[config.mk]
export PLATFORM = sky130hd
export DESIGN_NAME = alo_div
export DESIGN_NICKNAME = d
export VERILOG_FILES = /design/src/hw/rtl/assert_macros.svh /design/src/hw/rtl/alo_pkg.sv /design/src/hw/rtl/alo_div.sv
export SDC_FILE = /design/constraint.sdc
export NUM_CORES = 1
export LEC_CHECK = 0
export BUFFER_PORTS_ARGS = -buffer_cell sky130_fd_sc_hd__buf_2
export CAP_MARGIN = 20
export CORE_MARGIN = 2
export CORE_UTILIZATION = 44
export CTS_CLUSTER_SIZE = 10
export DETAILED_ROUTE_END_ITERATION = 16
export PLACE_DENSITY_LB_ADDON = 0.25
export SLEW_MARGIN = 30
export SYNTH_ARGS = -nofsm -noshare
export SYNTH_HDL_FRONTEND = slang
export SYNTH_SLANG_ARGS = --single-unit
[constraint.sdc]
create_clock -name i_clk -period 3.2 [get_ports i_clk]
set_clock_uncertainty 0.2 [all_clocks]
set_input_delay 0.32 -clock i_clk [delete_from_list [all_inputs] [get_ports i_clk]]
set_output_delay 0.32 -clock i_clk [all_outputs]
set_load 0.01 [all_outputs]
[src/hw/rtl/assert_macros.svh]
// assertion helpers shared by the rtl
`ifndef ASSERT_MACROS_SVH
`define ASSERT_MACROS_SVH

// clocked property with reset disable
`define ASSERT_CLK(lbl, prop, msg) \
    lbl: assert property (@(posedge i_clk) disable iff (!i_rst_n) prop) \
        else $error(msg);

// same-cycle implication
`define ASSERT_IMPLY(lbl, ante, cons, msg) \
    `ASSERT_CLK(lbl, (ante) |-> (cons), msg)

`endif

[src/hw/rtl/alo_pkg.sv]
// ----------------------------------------------------------------------------
// alo_pkg
// Shared constants and types of the looper with overdub.
// ----------------------------------------------------------------------------
`timescale 1ns / 1ps
`default_nettype none

package alo_pkg;

    localparam int unsigned C_NINE_TENTHS_Q15 = 29491;
    localparam int unsigned C_Q15_HALF        = 16384;
    localparam int unsigned C_WIN_HALF        = 32768;
    localparam int unsigned C_SAT_A           = 27;
    localparam int unsigned C_SAT_B           = 9;

    typedef struct packed {
        logic busy;
        logic done;
    } t_div_stat;

endpackage

`default_nettype wire

[src/hw/rtl/alo_div.sv]
// ----------------------------------------------------------------------------
// alo_div
// Restoring divider, one quotient bit per cycle, for the soft saturator.
// ----------------------------------------------------------------------------
`timescale 1ns / 1ps
`default_nettype none

module alo_div
    import alo_pkg::*;
#(
    parameter int NW = 39,
    parameter int DW = 23,
    parameter int QB = 17
) (
    input  wire            i_clk,
    input  wire            i_rst_n,
    input  wire            i_start,
    input  wire [NW-1:0]   i_num,
    input  wire [DW-1:0]   i_den,
    output t_div_stat      o_stat,
    output logic [QB-1:0]  o_quot
);

    localparam int CW = $clog2(QB + 1);

    logic [NW-1:0] r_rem;
    logic [NW-1:0] r_dsh;
    logic [CW-1:0] r_cnt;
    logic          r_busy;
    logic          r_done;
    logic          ge;

    assign ge = (r_rem >= r_dsh);

    always_ff @(posedge i_clk) begin
        if (!i_rst_n) begin
            r_busy <= 1'b0;
            r_done <= 1'b0;
            r_cnt  <= '0;
        end else begin
            r_done <= 1'b0;
            if (i_start) begin
                r_busy <= 1'b1;
                r_cnt  <= CW'(QB - 1);
            end else if (r_busy) begin
                if (r_cnt == '0) begin
                    r_busy <= 1'b0;
                    r_done <= 1'b1;
                end else begin
                    r_cnt <= r_cnt - 1'b1;
                end
            end
        end
    end

    always_ff @(posedge i_clk) begin
        if (i_start) begin
            r_rem  <= i_num;
            r_dsh  <= NW'(i_den) << (QB - 1);
            o_quot <= '0;
        end else if (r_busy) begin
            if (ge) begin
                r_rem <= r_rem - r_dsh;
            end
            o_quot <= {o_quot[QB-2:0], ge};
            r_dsh  <= r_dsh >> 1;
        end
    end

    assign o_stat.busy = r_busy;
    assign o_stat.done = r_done;

endmodule

`default_nettype wire

==> flow_summary.ini, run 1 <==
[logic_synthesis]
syn_nets = 830
avgSynthCellArea_sq_um = 8.93
synth_area_sq_um = 6460
synthCells = 723
ys_seq_elements = 102
yosys_warnings = 0
synth_edf_count = 62
ys_seq_area_share_pct = 41.2
ys_types = 63
synth_ff_type = edfxtp_1
ys_async_sr_fraction_pct = 0

[cells_and_area]
fin_cells = 989
regArea_sq_um = 2660
drive_above_1_share_pct = 19.3
layout_common_cells = nand2_1 (92), buf_2 (82), nor2_1 (63)
fillers = 1345
design_area_sq_um = 7560
diodes = 0
multiInputGateArea_sq_um = 3490
layout_commonest_cell = nand2_1
areaGrowthSynthToFinish_pct = 17.1
nets = 907

[pwr]
power_leakage_nw = 3.13
finalPower_w = 0.00495
ir_drop_uv = 273
power.density_nw_per_um2 = 655

[global_route]
grt_max_degree = 108
overflow = 0
grt_use_total_pct = 19.5
grt_pass1_vias = 5230
grt_pass1_wl_um = 25200
antenna_found_initial = 0

[clock_network]
root_buffer = clkbuf_16
cts_tree = yes
cts_inserted_buffers = 9
htreeDepth = 3
clock_sinks = 102
path_clk_slew_ps = 70
clock_latency_ps = 360
cts_max_path_buffers = 2

[critical_path]
critPathCaptureType = flip-flop
crit_family = compound AO/OA/AOI/OAI gates
path_cells = inv_1, ha_1, inv_2, fa_2, a21oi_2, o22a_2, a211oi_4, nor2_2, o221a_4, o31ai_4, a21boi_4, nor4b_2, nor3_2
critical_path_class = reg -> reg
crit_required_ps = 3110
cp_max_fo = 5
cpPeakStageDelay_ps = 380
cp_num_buf_inv = 2
worstPathArrival_ps = 2980
slowest_stage = o31ai_4
startpoint_type = flip-flop

[timing]
period_share_pct = 96.0
slew_viol_final = 0
setup_tns_ps = 0
final_hold_viol_count = 0
fmax_mhz = 326
worstMarginPinSlew_ps = 606
setup_viol = 0
relSlewSlack_pct = 59.6
fin_crit_ps = 3070

[run_status]
status = complete, no violations

[place]
dpl_cell_area_sq_um = 7160
io_buffer_count = 83
place_hpwl_um = 11300
place_inst = 970
gpl.final_weighted_congestion = 0.904

[floorplanning]
die-width_um = 125
dieHeight_um = 125
core-area_sq_um = 14400
die-area_sq_um = 15700
io_pins = 84
start_util_pct = 44.8
placementRows = 44

[routing]
drt_iter0_markers = 485
wl_um = 15100
wl_per_cell_um = 15.3
vias = 5404
drtPass1Iterations = 5
drc_errors = 0
postRouteAntennaNets = 0
via_per_inst = 5.46

[job]
maxCapViolations = 0

[min_path]
hp-class = in -> reg
[stage by stage]
stage | hold slack (ps) | util, % | setup slack [ps]
after detailed placement | 287 | 49.7 | 52.0
after global placement | 267 | 49.7 | 168
after global routing | 44.4 | 52.4 | -25.7
final | 37.5 | 52.4 | 129
after CTS | 30.6 | 51.8 | 17.1
after floorplan | 238 | - | 130
[per-layer routing]
| metal | GRT usage [%] | wire length, um |
|---|---|---|
| met3 | 3.08 | 536 |
| met1 | 26.8 | 7320 |
| met4 | 6.99 | 257 |
| met5 | 0 | 0 |
| met2 | 31.4 | 6980 |
[path summary, 6_finish.rpt]
path / start / endpoint / slack, ps / cells after the start
min reg2reg: o_quot[16] / o_quot[16] / 300 / 2
max reg2reg: r_rem[0] / r_rem[28] / 130 / 13
min: i_num[22] / r_rem[22] / 40 / 3
max: r_rem[0] / r_rem[28] / 130 / 13
[worst reg2reg max path, delay by kind of cell, from the launching register on]
kind | cells | cell delay [ps]
fa+ha+maj | 2 | 430
buf+inv | 2 | 100
simple gates | 3 | 470
flops | 1 | 320
compound gates | 6 | 1310
[report_power, final]
part           leakage (nW)  internal [W]  switching (W)
registers             0.955       0.00162      0.0000563
clock network         0.152      0.000618       0.000499
logic                  2.02      0.000907        0.00126
[cell type report]
cell class	count	area share, %
repair buffers	110	8.90
inverters	53	2.63
clock inverters	4	0.347
multi-input cells	524	46.2
clock buffers	12	3.67
flip-flops and latches	102	35.2
well taps	184	3.04
[state kept, by name, summed over array words and instances (netlist names)]
signal and cells:
r_cnt 5, r_busy 1, o_quot 17, r_rem 39, r_dsh 39, r_done 1
[cells by family (layout without fill, tap and decap cells)]
family	after synthesis	count (layout)	synth area share, %
AOI/OAI and AO/OA	186	186	18.6
and+or+nand+nor	228	228	16.2
buffers and inverters	97	179	5.89
adders and majority gates	42	42	8.25
muxes	33	33	5.13
DFF	102	102	41.2
xor gates and xnor gates	35	35	4.75
[synth_stat cells (all sizes together) (2+ instances only)]
library cell	n	share of area (%)
inv	53	3.1
and3	2	0.27
nand4	11	1.1
a21o	16	1.9
mux2i	32	5.0
edfxtp	62	29
a21boi	3	0.41
nor4b	2	0.46
o21bai	7	0.81
nor3b	2	0.23
o22ai	4	0.39
nand2	92	5.3
nand3	14	1.1
xor2	18	2.4
a211oi	3	0.43
clkbuf	27	1.6
nor2	65	3.9
buf	17	1.2
nand2b	4	0.39
a311oi	3	0.41
o21a	6	0.70
xnor2	17	2.3
o21ai	55	4.3
nor3	16	1.3
ha	41	7.9
nor4	5	0.58
dfxtp	40	12
o221ai	2	0.27
and2	2	0.19
a21oi	47	3.7
a31oi	4	0.62
or2	2	0.19
o31ai	25	3.1
nor2b	4	0.39
or3	5	0.48
[repair_timing]
item                                   4_1_cts  5_1_grt
endpoints found under the hold margin        1        0
setup buffers                                0        2
resized for setup                            0       15
hold buffers                                 1        0
setup endpoints to repair                    0       48
Power figures use the tool's default switching activity.
==> run 2: changes to the inputs <==
--- a/config.mk
+++ b/config.mk
@@ -6,12 +6,11 @@
 export NUM_CORES = 1
 export LEC_CHECK = 0
 export BUFFER_PORTS_ARGS = -buffer_cell sky130_fd_sc_hd__buf_2
-export CAP_MARGIN = 20
 export CORE_MARGIN = 2
 export CORE_UTILIZATION = 44
 export CTS_CLUSTER_SIZE = 10
 export DETAILED_ROUTE_END_ITERATION = 16
-export PLACE_DENSITY_LB_ADDON = 0.25
+export PLACE_DENSITY = 0.63
 export SLEW_MARGIN = 30
 export SYNTH_ARGS = -nofsm -noshare
 export SYNTH_HDL_FRONTEND = slang
==> constraint.sdc (replaced) <==
create_clock -name i_clk -period 3.2 [get_ports i_clk]
set_clock_uncertainty 0.2 [all_clocks]
set_input_delay 0.32 -clock i_clk [delete_from_list [all_inputs] [get_ports i_clk]]
set_output_delay 0.32 -clock i_clk [all_outputs]
set_load 0.1 [all_outputs]
==> flow_summary.ini, run 2 (synthesis gave the netlist of run 1 again) <==
[run_status]
status = complete, no violations

[place]
io_buffer_count = 83
dpl_cell_area_sq_um = 7370
place_hpwl_um = 11700
gpl.final_weighted_congestion = 0.903

[floorplanning]
dieHeight_um = 125
core-area_sq_um = 14400
placementRows = 44
io_pins = 84
start_util_pct = 44.8
die-width_um = 125
die-area_sq_um = 15700

[critical_path]
path_cells = ha_1, buf_4, nand3_1, o22a_2, a211oi_4, nor2_2, o221a_2, o31ai_4, a21boi_4, nor4b_2, a211oi_1
critical_path_class = reg -> reg
crit_family = compound AO/OA/AOI/OAI gates
cpPeakStageDelay_ps = 390
worstPathArrival_ps = 3000
rrSetupSlack_ps = 100
crit_required_ps = 3090
critPathCaptureType = flip-flop
cp_num_buf_inv = 1
slowest_stage = edfxtp_1
cp_max_fo = 5
startpoint_type = flip-flop

[global_route]
antenna_found_initial = 0
grt_use_total_pct = 20.7
grt_pass1_wl_um = 26400
overflow = 0
grt_max_degree = 110
grt_pass1_vias = 5542

[routing]
wl_um = 16200
drtPass1Iterations = 5
drc_errors = 0
postRouteAntennaNets = 0
wl_per_cell_um = 15.8
drt_iter0_markers = 319
via_per_inst = 5.45
vias = 5601

[cells_and_area]
nets = 946
areaGrowthSynthToFinish_pct = 22.0
diodes = 0
reg.largest.list = r_dsh (39), r_rem (39), o_quot (17)
design_area_sq_um = 7880
layout_common_cells = nand2_1 (92), buf_2 (82), nor2_1 (63)
layout_commonest_cell = nand2_1
drive_above_1_share_pct = 23.8

[timing]
fmax_mhz = 322
worstMarginPinSlew_ps = 693
relSlewSlack_pct = 53.8
hold_ws_ps = 36.1
period_share_pct = 96.9
slew_viol_final = 0
fin_crit_ps = 3100
final_hold_viol_count = 0
setup_viol = 0

[pwr]
ir_drop_uv = 302
power.density_nw_per_um2 = 653
power_leakage_nw = 3.31

[clock_network]
clock_sinks = 102
cts_tree = yes
cts_max_path_buffers = 2
root_buffer = clkbuf_16
path_clk_slew_ps = 70
cts_inserted_buffers = 9
htreeDepth = 3
clock_latency_ps = 360

[job]
maxCapViolations = 0

[min_path]
hp-class = in -> reg
-- run 2: repair_timing --
action                     in CTS  in global routing
cloned                          1                  2
setup endpoints to repair      42                 51
resized for setup               4                 23
hold buffers                    1                  0
pin swaps                       5                 16
hold endpoints to repair        1                  0
setup buffers                   2                  3
-- run 2: final cells by class --
class,instances,area [sq um]
fill,1338,6540
multi-input combinational,527,3580
sequential,102,2670
timing repair buffer,146,910
tap,184,230
clock buffer,9,225
inverter,53,199
clock inverter,7,63.8
-- run 2: worst paths after layout --
| kind | startpoint | endpoint | cells past startpoint |
|---|---|---|---|
| max | r_rem[3] | r_rem[34] | 11 |
| min | i_den[16] | r_dsh[32] | 3 |
| max reg2reg | r_rem[3] | r_rem[34] | 11 |
| min reg2reg | r_dsh[4] | r_dsh[4] | 2 |
-- run 2: worst reg2reg max path: stages, from the launching register on --
cell and delay, ps:
edfxtp_1 390, ha_1 320, buf_4 130, nand3_1 70, o22a_2 240, a211oi_4 300
nor2_2 80, o221a_2 330, o31ai_4 280, a21boi_4 140, nor4b_2 280, a211oi_1 100
-- run 2: routing by layer --
metal,routed length (um),track usage (%)
met1,7610,27.1
met4,304,8.50
met3,598,2.95
met2,7730,34.4
met5,0,0
-- run 2: report_power, final --
part	internal [W]	switching (W)
Clock	0.000601	0.000505
Sequential	0.00162	0.0000573
Combinational	0.00102	0.00134
Total	0.00324	0.00191
-- run 2: per-stage QoR --
stage	cells	setup slack, ps	TNS, ps	total power (W)	utilization (%)
after detailed placement	1003	-87.8	-3440	0.00388	51.1
after global routing	1028	-7.41	-31.1	0.00546	54.6
after floorplan	723	130	0	0.00322	-
after global placement	1003	-11.9	-11.9	0.00384	51.1
final	1028	98.5	0	0.00514	54.6
after CTS	1023	24.7	0	0.00505	53.5
==> run 3: changes to the inputs <==
--- a/config.mk
+++ b/config.mk
@@ -10,6 +10,7 @@
 export CORE_UTILIZATION = 44
 export CTS_CLUSTER_SIZE = 10
 export DETAILED_ROUTE_END_ITERATION = 16
+export GPL_TIMING_DRIVEN = 0
 export PLACE_DENSITY = 0.63
 export SLEW_MARGIN = 30
 export SYNTH_ARGS = -nofsm -noshare
==> flow_summary.ini, run 3 (synthesis gave the netlist of run 1 again) <==
[job]
maxCapViolations = 0

[critical_path]
cp_max_fo = 9
path_cells = ha_1, buf_6, nand4_1, nor3_2, a21oi_1, a21bo_2, nor4_4, nor2_4, o21ai_4, o311ai_4, buf_6, a21o_4, buf_12
worstPathArrival_ps = 3090
startpoint_type = flip-flop
slowest_stage = edfxtp_1
rrSetupSlack_ps = -10
critPathCaptureType = flip-flop
cp_num_buf_inv = 3
crit_family = compound AO/OA/AOI/OAI gates
critical_path_class = reg -> reg
cpPeakStageDelay_ps = 400
crit_required_ps = 3080
cpMostUsedCell = buf_6

[cells_and_area]
fin_util_pct = 55.2
fillers = 1348
layout_commonest_cell = nand2_1
design_area_sq_um = 7960
layout_common_cells = nand2_1 (91), buf_2 (85), nor2_1 (63)
drive_above_1_share_pct = 22.6
reg.largest.list = r_dsh (39), r_rem (39), o_quot (17)
nets = 952
diodes = 0
areaGrowthSynthToFinish_pct = 23.3

[routing]
via_per_inst = 5.60
drc_errors = 0
wl_um = 17300
wl_per_cell_um = 16.7
postRouteAntennaNets = 0
vias = 5787
drt_iter0_markers = 474
drtPass1Iterations = 5

[floorplanning]
io_pins = 84
dieHeight_um = 125
start_util_pct = 44.8
core-area_sq_um = 14400
die-width_um = 125
placementRows = 44
die-area_sq_um = 15700

[global_route]
grt_use_total_pct = 21.5
grt_max_degree = 24
overflow = 0
grt_pass1_wl_um = 27000
grt_pass1_vias = 5442
antenna_found_initial = 0

[pwr]
power_leakage_nw = 3.25
ir_drop_uv = 297
power.density_nw_per_um2 = 659

[place]
gpl.final_weighted_congestion = 0.919
place_hpwl_um = 12100
io_buffer_count = 82
dpl_cell_area_sq_um = 7110

[timing]
worstMarginPinSlew_ps = 996
fin_crit_ps = 3210
rsz0062_at_grt = true
final_hold_viol_count = 0
fmax_mhz = 312
period_share_pct = 100
setup_viol = 14
relSlewSlack_pct = 33.6
setup_ws_ps = -10.2
slew_viol_final = 0

[clock_network]
cts_inserted_buffers = 9
clock_latency_ps = 370
path_clk_slew_ps = 80
cts_max_path_buffers = 2
root_buffer = clkbuf_16
clock_sinks = 102
htreeDepth = 3
cts_tree = yes

[run_status]
violations = negative setup slack
status = finished with violations

[min_path]
hp-class = in -> reg
==> run 3: path summary, 6_finish.rpt <==
| check | start | to | cells after the start |
|---|---|---|---|
| worst max-delay path | r_rem[16] | r_rem[3] | 13 |
| worst min-delay path | i_den[15] | r_dsh[31] | 3 |
| worst max register to register | r_rem[16] | r_rem[3] | 13 |
| worst min register to register | o_quot[16] | o_quot[16] | 2 |
==> run 3: worst register-to-register path, delay by kind of cell (launching register included) <==
kind / cells / cell delay, ps
compound gates: 5 / 920
buf+inv: 3 / 400
simple gates: 4 / 690
flops: 1 / 400
fa+ha+maj: 1 / 310
==> run 3: stage by stage <==
stage / power (W) / setup TNS (ps) / hold slack, ps / std cells / setup slack, ps
after floorplan: 0.00322 / 0 / 238 / 723 / 130
after global placement: 0.00363 / -20280 / 276 / 989 / -520
after detailed placement: 0.00366 / -20770 / 292 / 989 / -523
after CTS: 0.00493 / -29.3 / 26.1 / 1018 / -5.97
after global routing: 0.00553 / -4050 / 33.4 / 1034 / -132
final: 0.00524 / -103 / 24.8 / 1034 / -10.2
==> run 3: final cells by class <==
| class | count | area (sq um) | share of cell area [%] |
|---|---|---|---|
| tap | 184 | 230 | 2.89 |
| inverter | 53 | 199 | 2.50 |
| clock inverter | 3 | 23.8 | 0.299 |
| buffer | 44 | 200 | 2.51 |
| sequential | 102 | 2670 | 33.5 |
| multi-input combinational | 528 | 3710 | 46.6 |
| clock buffer | 13 | 273 | 3.43 |
| timing repair buffer | 107 | 658 | 8.27 |
==> run 3: metal layers <==
layer  routed length [um]  part of all wire [%]  track usage [%]  up-vias
li1                     -                     -                -     2822
met2                 8210                    47             34.4      170
met5                    0                     0                0        -
met3                  945                   5.5             4.45       44
met1                 7620                    44             28.0     2751
met4                  507                   2.9             9.67        0
==> run 3: report_power, final <==
part           switching (W)  total, W  internal, W
Combinational        0.00141   0.00243      0.00102
Sequential         0.0000658   0.00168      0.00162
Clock               0.000527   0.00113     0.000606
==> run 3: what timing repair did <==
action,4_1_cts,5_1_grt
setup endpoints to repair,48,53
setup buffers,8,15
cloned,4,1
pin swaps,11,21
endpoints found under the hold margin,1,0
hold buffers,1,0
resized for setup,17,50
